**src/tte_pkg.sv**
```systemverilog
`timescale 1ns / 1ps
// ----------------------------------------------------------------------------
// tte_pkg
// Shared types, constants and helpers of the text terminal escape engine.
// ----------------------------------------------------------------------------
package tte_pkg;

   localparam int COLUMNS = 40;
   localparam int ROWS    = 29;
   localparam int CELLS   = ROWS * COLUMNS;
   localparam int COL_W   = 6;
   localparam int ROW_W   = 5;
   localparam int ADDR_W  = $clog2(CELLS);

   // character codes
   localparam logic [7:0] CH_BS    = 8'd8;
   localparam logic [7:0] CH_LF    = 8'd10;
   localparam logic [7:0] CH_CR    = 8'd13;
   localparam logic [7:0] CH_ESC   = 8'd27;
   localparam logic [7:0] CH_SPACE = 8'd32;
   localparam logic [7:0] CH_DEL   = 8'd127;
   localparam logic [7:0] CH_ZERO  = 8'd48;
   localparam logic [7:0] CH_NINE  = 8'd57;
   localparam logic [7:0] CH_SEMI  = 8'd59;
   localparam logic [7:0] CH_QUEST = 8'd63;
   localparam logic [7:0] CH_UA    = 8'd65;
   localparam logic [7:0] CH_UB    = 8'd66;
   localparam logic [7:0] CH_UC    = 8'd67;
   localparam logic [7:0] CH_UD    = 8'd68;
   localparam logic [7:0] CH_UH    = 8'd72;
   localparam logic [7:0] CH_UJ    = 8'd74;
   localparam logic [7:0] CH_UY    = 8'd89;
   localparam logic [7:0] CH_LBR   = 8'd91;
   localparam logic [7:0] CH_LM    = 8'd109;
   localparam logic [7:0] Y_BIAS   = 8'd31;
   localparam logic [7:0] BG_LOW   = 8'd40;
   localparam logic [7:0] BG_HIGH  = 8'd48;

   typedef enum logic [2:0] {
      PS_IDLE = 3'd0,
      PS_ESC  = 3'd1,
      PS_ARG1 = 3'd2,
      PS_ARG2 = 3'd3,
      PS_YROW = 3'd4,
      PS_YCOL = 3'd5,
      PS_PRIV = 3'd6
   } parse_type;

   typedef enum logic [2:0] {
      S_INIT  = 3'd0,
      S_IDLE  = 3'd1,
      S_FEED  = 3'd2,
      S_FILL  = 3'd3,
      S_CLEAR = 3'd4,
      S_READ  = 3'd5,
      S_RESP  = 3'd6
   } ctrl_state_type;

   typedef struct packed {
      logic latch;
      logic feed_en;
      logic feed_cr;
      logic sweep_fill;
      logic sweep_clear;
      logic rsp_valid;
   } ctrl_cmd_type;

   typedef struct packed {
      logic need_fill;
      logic need_clear;
      logic second_pass;
      logic sweep_done;
      logic is_read;
   } dp_status_type;

   // reduce a value below 16*ROWS modulo ROWS
   function automatic logic [ROW_W-1:0] mod_rows(input logic [8:0] v);
      logic [8:0] t;
      t = v;
      if (t >= 9'(8 * ROWS)) t = t - 9'(8 * ROWS);
      if (t >= 9'(4 * ROWS)) t = t - 9'(4 * ROWS);
      if (t >= 9'(2 * ROWS)) t = t - 9'(2 * ROWS);
      if (t >= 9'(ROWS))     t = t - 9'(ROWS);
      return t[ROW_W-1:0];
   endfunction

   function automatic logic [ADDR_W-1:0] cell_addr(input logic [ROW_W-1:0] r,
                                                   input logic [COL_W-1:0] c);
      return ADDR_W'(r) * ADDR_W'(COLUMNS) + ADDR_W'(c);
   endfunction

   function automatic logic [ROW_W-1:0] row_next(input logic [ROW_W-1:0] r);
      return (r == ROW_W'(ROWS - 1)) ? '0 : r + 1'b1;
   endfunction

   function automatic logic [ROW_W-1:0] row_prev(input logic [ROW_W-1:0] r);
      return (r == '0) ? ROW_W'(ROWS - 1) : r - 1'b1;
   endfunction

endpackage

```
**src/tte_ctrl.sv**
```systemverilog
`timescale 1ns / 1ps
// ----------------------------------------------------------------------------
// tte_ctrl
// Sequencer: clearing pass, byte feed passes, row fill, screen clear, cell read, response.
// ----------------------------------------------------------------------------
module tte_ctrl (
   input  logic                  clock,
   input  logic                  reset,
   input  logic                  start,
   output logic                  busy,
   input  tte_pkg::dp_status_type status,
   output tte_pkg::ctrl_cmd_type  cmd
);
   import tte_pkg::*;

   ctrl_state_type state_ff, state_in;
   logic           pass_ff, pass_in;

   // state registers
   always_ff @(posedge clock) begin
      if (reset) begin
         state_ff <= S_INIT;
         pass_ff  <= 1'b0;
      end else begin
         state_ff <= state_in;
         pass_ff  <= pass_in;
      end
   end

   // next state
   always_comb begin
      state_in = state_ff;
      pass_in  = pass_ff;
      unique case (state_ff)
         S_INIT: begin
            if (status.sweep_done) state_in = S_IDLE;
         end
         S_IDLE: begin
            if (start) begin
               pass_in  = 1'b0;
               state_in = status.is_read ? S_READ : S_FEED;
            end
         end
         S_FEED: begin
            if (status.need_clear) state_in = S_CLEAR;
            else if (status.need_fill) state_in = S_FILL;
            else if (!pass_ff && status.second_pass) pass_in = 1'b1;
            else state_in = S_RESP;
         end
         S_FILL, S_CLEAR: begin
            if (status.sweep_done) begin
               if (!pass_ff && status.second_pass) begin
                  pass_in  = 1'b1;
                  state_in = S_FEED;
               end else begin
                  state_in = S_RESP;
               end
            end
         end
         S_READ: state_in = S_RESP;
         S_RESP: state_in = S_IDLE;
         default: state_in = S_IDLE;
      endcase
   end

   // outputs
   always_comb begin
      cmd  = '0;
      busy = 1'b1;
      unique case (state_ff)
         S_INIT:  cmd.sweep_clear = 1'b1;
         S_IDLE: begin
            busy      = 1'b0;
            cmd.latch = start;
         end
         S_FEED: begin
            cmd.feed_en = 1'b1;
            cmd.feed_cr = pass_ff;
         end
         S_FILL:  cmd.sweep_fill  = 1'b1;
         S_CLEAR: cmd.sweep_clear = 1'b1;
         S_READ:  ;
         S_RESP:  cmd.rsp_valid   = 1'b1;
         default: ;
      endcase
   end

endmodule

```
**config.mk**
```make
export PLATFORM = sky130hd
export DESIGN_NAME = tte_ctrl
export DESIGN_NICKNAME = d
export VERILOG_FILES = /design/src/tte_pkg.sv /design/src/tte_ctrl.sv
export SDC_FILE = /design/constraint.sdc
export NUM_CORES = 1
export LEC_CHECK = 0
export ABC_CLOCK_PERIOD_IN_PS = 2100
export BUFFER_PORTS_ARGS = -buffer_cell sky130_fd_sc_hd__buf_2
export CAP_MARGIN = 10
export CELL_PAD_IN_SITES_DETAIL_PLACEMENT = 1
export CELL_PAD_IN_SITES_GLOBAL_PLACEMENT = 1
export CORE_AREA = 2 2 39 41
export DETAILED_ROUTE_END_ITERATION = 6
export DIE_AREA = 0 0 41 43
export HOLD_SLACK_MARGIN = 0.1
export PLACE_DENSITY_LB_ADDON = 0.3
export SLEW_MARGIN = 20
export SYNTH_ARGS = -nofsm -noshare
export SYNTH_HDL_FRONTEND = slang
export SYNTH_SLANG_ARGS = --single-unit
```
**constraint.sdc**
```tcl
create_clock -name clock -period 2.1 [get_ports clock]
set_clock_uncertainty 0.1 [all_clocks]
set_input_delay 0.42 -clock clock [delete_from_list [all_inputs] [get_ports clock]]
set_output_delay 0.42 -clock clock [all_outputs]
set_load 0.03 [all_outputs]
```
==> results.cfg, run 1 <==
[power]
seq_power_share = 0.257
p_sw_frac = 0.433
peakVddDrop_v = 0.000289
comb_power_share = 0.496
p_sw_uw = 171
internal_power_uw = 224
clkPwrFrac = 0.247
p_leak_nw = 0.217
p_per_area_nw_per_um2 = 800

[synthesis]
synth_area_per_cell_um2 = 7.46
syn_nets = 59
ys_seq_area_frac = 0.211
synth_top_area_share = 0.211
synth_area_um2 = 380
synth_edf_count = 0
syn-instance-count = 51
synth.distinct_cells = 28
yosys.area.top_type = dfxtp_1
synthTopCellsByArea = dfxtp_1 (21%), inv_1 (4.9%), nand2b_1 (4.9%)
postSynthRegisterBits = 4
ys.flop_type = dfxtp_1
yosys_warnings = 0
synth-async-reset-ratio = 0

[route]
viasPerCell = 5.37
post_drt_wl_per_cell_um = 13.3
drt-initial-drc-count = 3
wl_um = 1090
first_pass_iters = 4
ant_nets = 0
via_count = 440
drc_errors = 0

[sta]
hold_viol_final = 0
min_period_over_period = 0.933
setup_viol = 0
setup_tns_ns = 0
rsz0062_at_grt = false
layout_min_cycle_time_ns = 1.96
slew_headroom = 0.661
drv_slew = 0
max_freq_mhz = 511
worst_pin_slew_ns = 0.501

[grt]
grtUsageTotal = 0.154
grt_max_degree = 16
antenna_found_initial = 0
gr-total-overflow = 0
grt_pass1_wl_um = 1770
grt_pass1_vias = 372

[setup_path]
slowest_stage = dfxtp_1
crit_path_end_kind = primary output
startpoint_type = register
critical_path_arrival_ns = 1.44
crit_type = register to primary output
path_max_fanout = 11
path_cells = nor3b_2, and2_1, buf_2
worst-path-buf-inv = 1
cp_top_family = flip-flops
critPathRequiredTime_ns = 1.58
slowest_delay_ns = 0.52

[clocking]
htreeDepth = 1
path_clk_slew_ns = 0.04
cts_buffers = 3
worstSkewPairLatency_ns = 0.24
cts.path.max_buffers = 2
clockRootBuffer = clkbuf_4
cts_tree = built
cts.sink_count = 4

[place]
gp_congestion = 0.837
hpwl_um = 850
place.port_buffers = 14

[finish]
drive_gt1_frac = 0.348
post-route-util = 0.356
antenna_cells = 0
area_growth_pct = 29.6
layout.nets = 76

[hold_path]
min_path_type = input port to register

[job]
cap_viol_max_count = 0

[die]
start_util = 0.275
die_w_um = 41
io_pins = 15
die_area_um2 = 1760
rows = 14
die_h_um = 43
core_um2 = 1380

[status]
status = finished clean
-- layout by cell type, fill, tap and decap left out, drive strengths merged --
cell type   n
nor2        3
o221ai      1
and3        2
and2        2
nor3        3
dfxtp       4
a221oi      1
clkbuf      3
mux2i       1
a311oi      1
a2111oi     1
nand2       2
or3b        1
buf        16
nor3b       1
nand2b      3
inv         5
o311ai      1
o21ai       1
nor2b       3
a21oi       4
or4b        1
a211oi      1
nor4b       1
nand3b      2
a22oi       2
-- state kept, by name, summed over array words and instances (netlist names) --
name      count
pass_ff       1
state_ff      3
-- path summary, 6_finish.rpt --
path	startpoint	to	slack (ns)	cells past startpoint
setup / recovery	state_ff[1]	cmd[3]	0.14	3
setup reg to reg	state_ff[2]	state_ff[2]	0.39	4
hold / removal	reset	pass_ff	0.30	2
hold reg to reg	pass_ff	pass_ff	0.42	2
-- metal layers --
metal | track usage | routed length (um) | vias to the layer above
met3 | 0.0157 | 45 | 4
met1 | 0.224 | 515 | 206
met2 | 0.197 | 493 | 13
met5 | 0 | 0 | -
met4 | 0.120 | 34 | 0
li1 | - | - | 217
-- through the flow --
stage	instance area, um^2	instances	worst slack, ns	power [mW]	hold WS, ns
3_5_place_dp	465	79	0.325	0.293	0.415
2_1_floorplan	380	51	0.204	0.239	0.364
5_1_grt	493	82	0.0577	0.425	0.320
3_3_place_gp	465	79	0.301	0.294	0.411
4_1_cts	488	82	0.0692	0.393	0.304
6_report	493	82	0.141	0.394	0.304
-- power by group through the flow --
stage               sequential [mW]  clock, mW  combinational [mW]
global placement              0.101          0               0.192
detailed placement            0.102          0               0.191
global route                  0.103      0.108               0.214
floorplan                    0.0903          0               0.148
finish                        0.102     0.0974               0.195
CTS                           0.100     0.0994               0.193
-- repair_timing --
item,CTS,global route
hold buffers,0,0
gates resized for setup,0,1
setup endpoints to repair,0,1
setup buffers,0,0
-- cells in the mapped netlist (2+ instances only) --
cell type / number
and3_1: 2
nor2b_1: 3
a22oi_1: 2
clkbuf_1: 2
nor2_1: 3
a21oi_1: 3
dfxtp_1: 4
and2_1: 2
nand2b_1: 3
nor3_1: 3
nand3b_1: 2
inv_1: 5
nand2_1: 2
-- cells by family after synthesis --
kind of cell | share of synthesized area
simple gates | 0.398
compound gates | 0.263
mux | 0.0263
flops | 0.211
buf+inv | 0.102
-- layout make-up --
type                       count  area (um^2)
timing repair buffer          16         85.1
fill                         180          891
clock buffer                   3         22.5
tap                           16         20.0
multi-input combinational     38          267
sequential                     4         80.1
inverter                       5         18.8
No activity file was read; power rests on OpenSTA's default activity.
==> run 2, diff against run 1 <==
ABC_CLOCK_PERIOD_IN_PS = unset   (was 2100)
SETUP_SLACK_MARGIN = 0.15   (was unset)
==> run 2 against run 1 <==
Effect of this change:
- combinational power rose by 5%
- clock-buffer cell count did not move
- cell count did not move
- critical endpoint unchanged
- register-to-register slack improved by 0.13 ns
- global-route usage fell by 0.20 points
- via count fell by 0.23%
- clock power barely moved
- sequential share of layout area barely moved
- utilization rose by 1.1 points
==> results.cfg, run 2 (same netlist as run 1, synthesis figures left out) <==
[sta]
max_freq_mhz = 554
min_period_over_period = 0.860
setup_viol = 0
slew_headroom = 0.684
worst_pin_slew_ns = 0.467
hold_viol_final = 0
fin_ws_ns = 0.295
drv_slew = 0
whs_ns = 0.305
rsz0062_at_grt = false
layout_min_cycle_time_ns = 1.81
setup_tns_ns = 0

[place]
dpl.cell_count = 79
placed_area_um2 = 465
hpwl_um = 850
place.port_buffers = 14
place_worst_setup_slack_ns = 0.325
gp_congestion = 0.837

[finish]
largest_register_ff_count = 3
fin_cells = 82
final_common_cell = buf_2
drive_gt1_frac = 0.379
final_cell_mix = buf_2 (14), inv_1 (5)
stdcell_area_um2 = 508
layout.nets = 76
post-route-util = 0.367
top_register = state_ff
antenna_cells = 0
area_growth_pct = 33.6
reg_top3 = state_ff x3, pass_ff x1

[clocking]
cts.path.max_buffers = 2
cts_buffers = 3
htreeDepth = 1
path_clk_slew_ns = 0.04
cts_tree = built
worstSkewPairLatency_ns = 0.24
cts.sink_count = 4
clockRootBuffer = clkbuf_4
cts_setup_buffers = 0
cts_hold_buffers = 0

[die]
die_area_um2 = 1760
core_um2 = 1380
die_w_um = 41
die_h_um = 43
io_pins = 15
rows = 14
start_util = 0.275

[route]
post_drt_wl_per_cell_um = 13.2
drc_errors = 0
first_pass_iters = 5
via_count = 439
drt-initial-drc-count = 5
ant_nets = 0
viasPerCell = 5.35
wl_um = 1080

[power]
p_sw_frac = 0.432
clkPwrFrac = 0.240
comb_power_share = 0.504
p_total_uw = 405
p_leak_nw = 0.218
peakVddDrop_v = 0.000288
p_sw_uw = 175
p_per_area_nw_per_um2 = 798
internal_power_uw = 230
seq_power_share = 0.256

[grt]
grt_pass1_vias = 369
grtUsageTotal = 0.152
grt_max_degree = 16
antenna_found_initial = 0
grt_pass1_wl_um = 1740
gr-total-overflow = 0

[setup_path]
path_max_fanout = 11
critical_path_arrival_ns = 1.29
crit_type = register to primary output
crit_path_end_kind = primary output
critPathRequiredTime_ns = 1.58
startpoint_type = register

[hold_path]
min_path_type = input port to register

[job]
cap_viol_max_count = 0

[status]
status = finished clean
-- run 2: cell counts in the layout (fill, tap and decap cells not counted) --
Identical to the previous run, type by type.
-- run 2: final timing paths --
kind	startpoint	endpoint	slack [ns]	cells past startpoint
hold reg to reg	pass_ff	pass_ff	0.42	2
setup / recovery	state_ff[1]	cmd[3]	0.29	3
hold / removal	reset	pass_ff	0.31	2
setup reg to reg	state_ff[2]	state_ff[2]	0.52	4
-- run 2: worst max-delay path: stages, from the launching register on --
cell and delay [ns]:
dfxtp_2 0.44, nor3b_4 0.27, and2_1 0.15, buf_2 0.18
-- run 2: area by class of cell --
| class | instances | area [um^2] |
|---|---|---|
| Clock buffer | 3 | 22.5 |
| Inverter | 5 | 18.8 |
| Timing Repair Buffer | 16 | 85.1 |
| Sequential cell | 4 | 82.6 |
| Fill cell | 178 | 876 |
| Multi-Input combinational cell | 38 | 279 |
| Tap cell | 16 | 20.0 |
-- run 2: power groups by stage --
stage | Combinational (mW) | Clock [mW] | Sequential, mW
floorplan | 0.148 | 0 | 0.0903
finish | 0.204 | 0.0971 | 0.104
global placement | 0.192 | 0 | 0.101
detailed placement | 0.191 | 0 | 0.102
global route | 0.223 | 0.109 | 0.105
CTS | 0.196 | 0.0994 | 0.101
-- run 2: timing repair --
action,in CTS,in global routing
setup endpoints to repair,1,2
endpoints found under the hold margin,0,0
resized for setup,1,4
-- run 2: per-layer routing --
layer / part of all wire / vias to the layer above / track usage / wire, um
met5: 0 / - / 0 / 0
met4: 0.026 / 0 / 0.120 / 28
met3: 0.060 / 4 / 0.0157 / 65
met2: 0.46 / 19 / 0.197 / 494
met1: 0.46 / 201 / 0.218 / 493
li1: - / 215 / - / -
==> run 3, diff against run 2 <==
==> constraint.sdc (replaced) <==
create_clock -name clock -period 2.1 [get_ports clock]
set_clock_uncertainty 0.1 [all_clocks]
set_input_delay 0.105 -clock clock [delete_from_list [all_inputs] [get_ports clock]]
set_output_delay 0.105 -clock clock [all_outputs]
set_load 0.03 [all_outputs]
==> run 3 against run 2 <==
Effect of this change:
- combinational power is 8% lower
- power down 2.3%
- largest cell class unchanged
- worst setup slack got worse by 0.0054 ns
- first-iteration DRC count grew 20%
- clock power up 7%
- critical path type unchanged
==> results.cfg, run 3 (same netlist as run 1, synthesis figures left out) <==
[grt]
grtUsageTotal = 0.153
gr-total-overflow = 0
gr-usage-met2 = 0.194
grt_util_met3 = 0.0314
grt_max_degree = 19
grt_pass1_vias = 363
antenna_found_initial = 0
use_met1 = 0.205
grt-busiest-layer = met1
grt_pass1_wl_um = 1740

[hold_path]
min_path_type = input port to register

[route]
post_drt_wl_per_cell_um = 13.0
drc_errors = 0
drt-initial-drc-count = 6
wl_um = 1090
viasPerCell = 5.30
first_pass_iters = 4
via_count = 445
ant_nets = 0

[finish]
layout.nets = 78
final_cell_mix = buf_2 (14), inv_1 (5), dfxtp_1 (4)
antenna_cells = 0
fin_cells = 84
drive_gt1_frac = 0.309
reg_top3 = state_ff x3, pass_ff x1
top_register = state_ff
largest_register_ff_count = 3
area_growth_pct = 34.2
final_common_cell = buf_2

[die]
core_um2 = 1380
start_util = 0.275
io_pins = 15
die_h_um = 43
die_area_um2 = 1760
rows = 14
die_w_um = 41

[sta]
hold_viol_final = 0
layout_min_cycle_time_ns = 1.81
rsz0062_at_grt = false
drv_slew = 0
worst_pin_slew_ns = 0.486
setup_viol = 0
max_freq_mhz = 552
slew_headroom = 0.676
setup_tns_ns = 0
min_period_over_period = 0.862

[clocking]
cts_tree = built
cts.sink_count = 4
cts_resized = 0
cts_buffers = 3
cts_setup_buffers = 0
worstSkewPairLatency_ns = 0.25
htreeDepth = 1
clockRootBuffer = clkbuf_4
path_clk_slew_ns = 0.05
cts.path.max_buffers = 2

[setup_path]
critPathRequiredTime_ns = 1.89
path_max_fanout = 18
startpoint_type = register
slowest_delay_ns = 0.62
critical_path_arrival_ns = 1.61
crit_type = register to primary output
path_cells = nor3b_2, and2_1, buf_2
cp_top_family = flip-flops
worst-path-buf-inv = 1
crit_path_end_kind = primary output
slowest_stage = dfxtp_1

[place]
place.port_buffers = 14
dpl.cell_count = 78
gp_congestion = 0.744
hpwl_um = 829

[status]
status = finished clean

[power]
p_per_area_nw_per_um2 = 776
peakVddDrop_v = 0.000352
p_leak_nw = 0.223

[job]
cap_viol_max_count = 0
[run 3: cell count changes in the layout (fill, tap and decap cells not counted)]
cell / before / now
buf_4: 2 / 1
dfxtp_1: 2 / 4
dfxtp_2: 2 / 0
dlygate4sd3_1: 0 / 3
nor3_1: 2 / 3
nor3_4: 1 / 0
nor3b_2: 0 / 1
nor3b_4: 1 / 0
[run 3: worst paths after layout]
check | slack, ns | startpoint | to | cells past startpoint
max | 0.29 | state_ff[1] | cmd[3] | 3
min reg2reg | 0.41 | pass_ff | pass_ff | 2
max reg2reg | 0.39 | state_ff[1] | pass_ff | 4
min | 0.12 | status[1] | state_ff[2] | 4
[run 3: area by class of cell]
type / count / area, um^2
clock buffer: 3 / 22.5
inverter: 5 / 18.8
sequential: 4 / 80.1
multi-input combinational: 38 / 262
timing repair buffer: 18 / 108
fill: 173 / 873
tap: 16 / 20.0
[run 3: power by group]
| part | switching, mW | internal (mW) |
|---|---|---|
| Combinational | 0.116 | 0.0723 |
| Clock | 0.0395 | 0.0645 |
| Sequential | 0.0173 | 0.0863 |
| Total | 0.173 | 0.223 |
[run 3: repair_timing]
item,4_1_cts,5_1_grt
endpoints found under the hold margin,4,0
hold buffers,3,0
setup endpoints to repair,0,0
[run 3: stage by stage]
step / setup WS (ns) / instance area, um^2 / power [mW] / util / hold WS, ns
6_report: 0.290 / 510 / 0.396 / 0.369 / 0.116
5_1_grt: 0.153 / 510 / 0.423 / 0.369 / 0.140
4_1_cts: 0.294 / 510 / 0.400 / 0.369 / 0.112
3_5_place_dp: 0.399 / 458 / 0.289 / 0.331 / 0.246
3_3_place_gp: 0.441 / 458 / 0.290 / 0.331 / 0.242
2_1_floorplan: 0.519 / 380 / 0.239 / - / 0.0696
[run 3: layer usage]
layer	part of all wire	wire, um	vias up
li1	-	-	223
met1	0.47	514	205
met2	0.44	481	13
met3	0.043	47	4
met4	0.041	45	0
met5	0	0	-
[run 3: tightest hold or removal path: cells and delay by family]
family          cells  cell delay [ns]
simple gates        2             0.14
compound gates      1             0.05
buf+inv             1             0.11
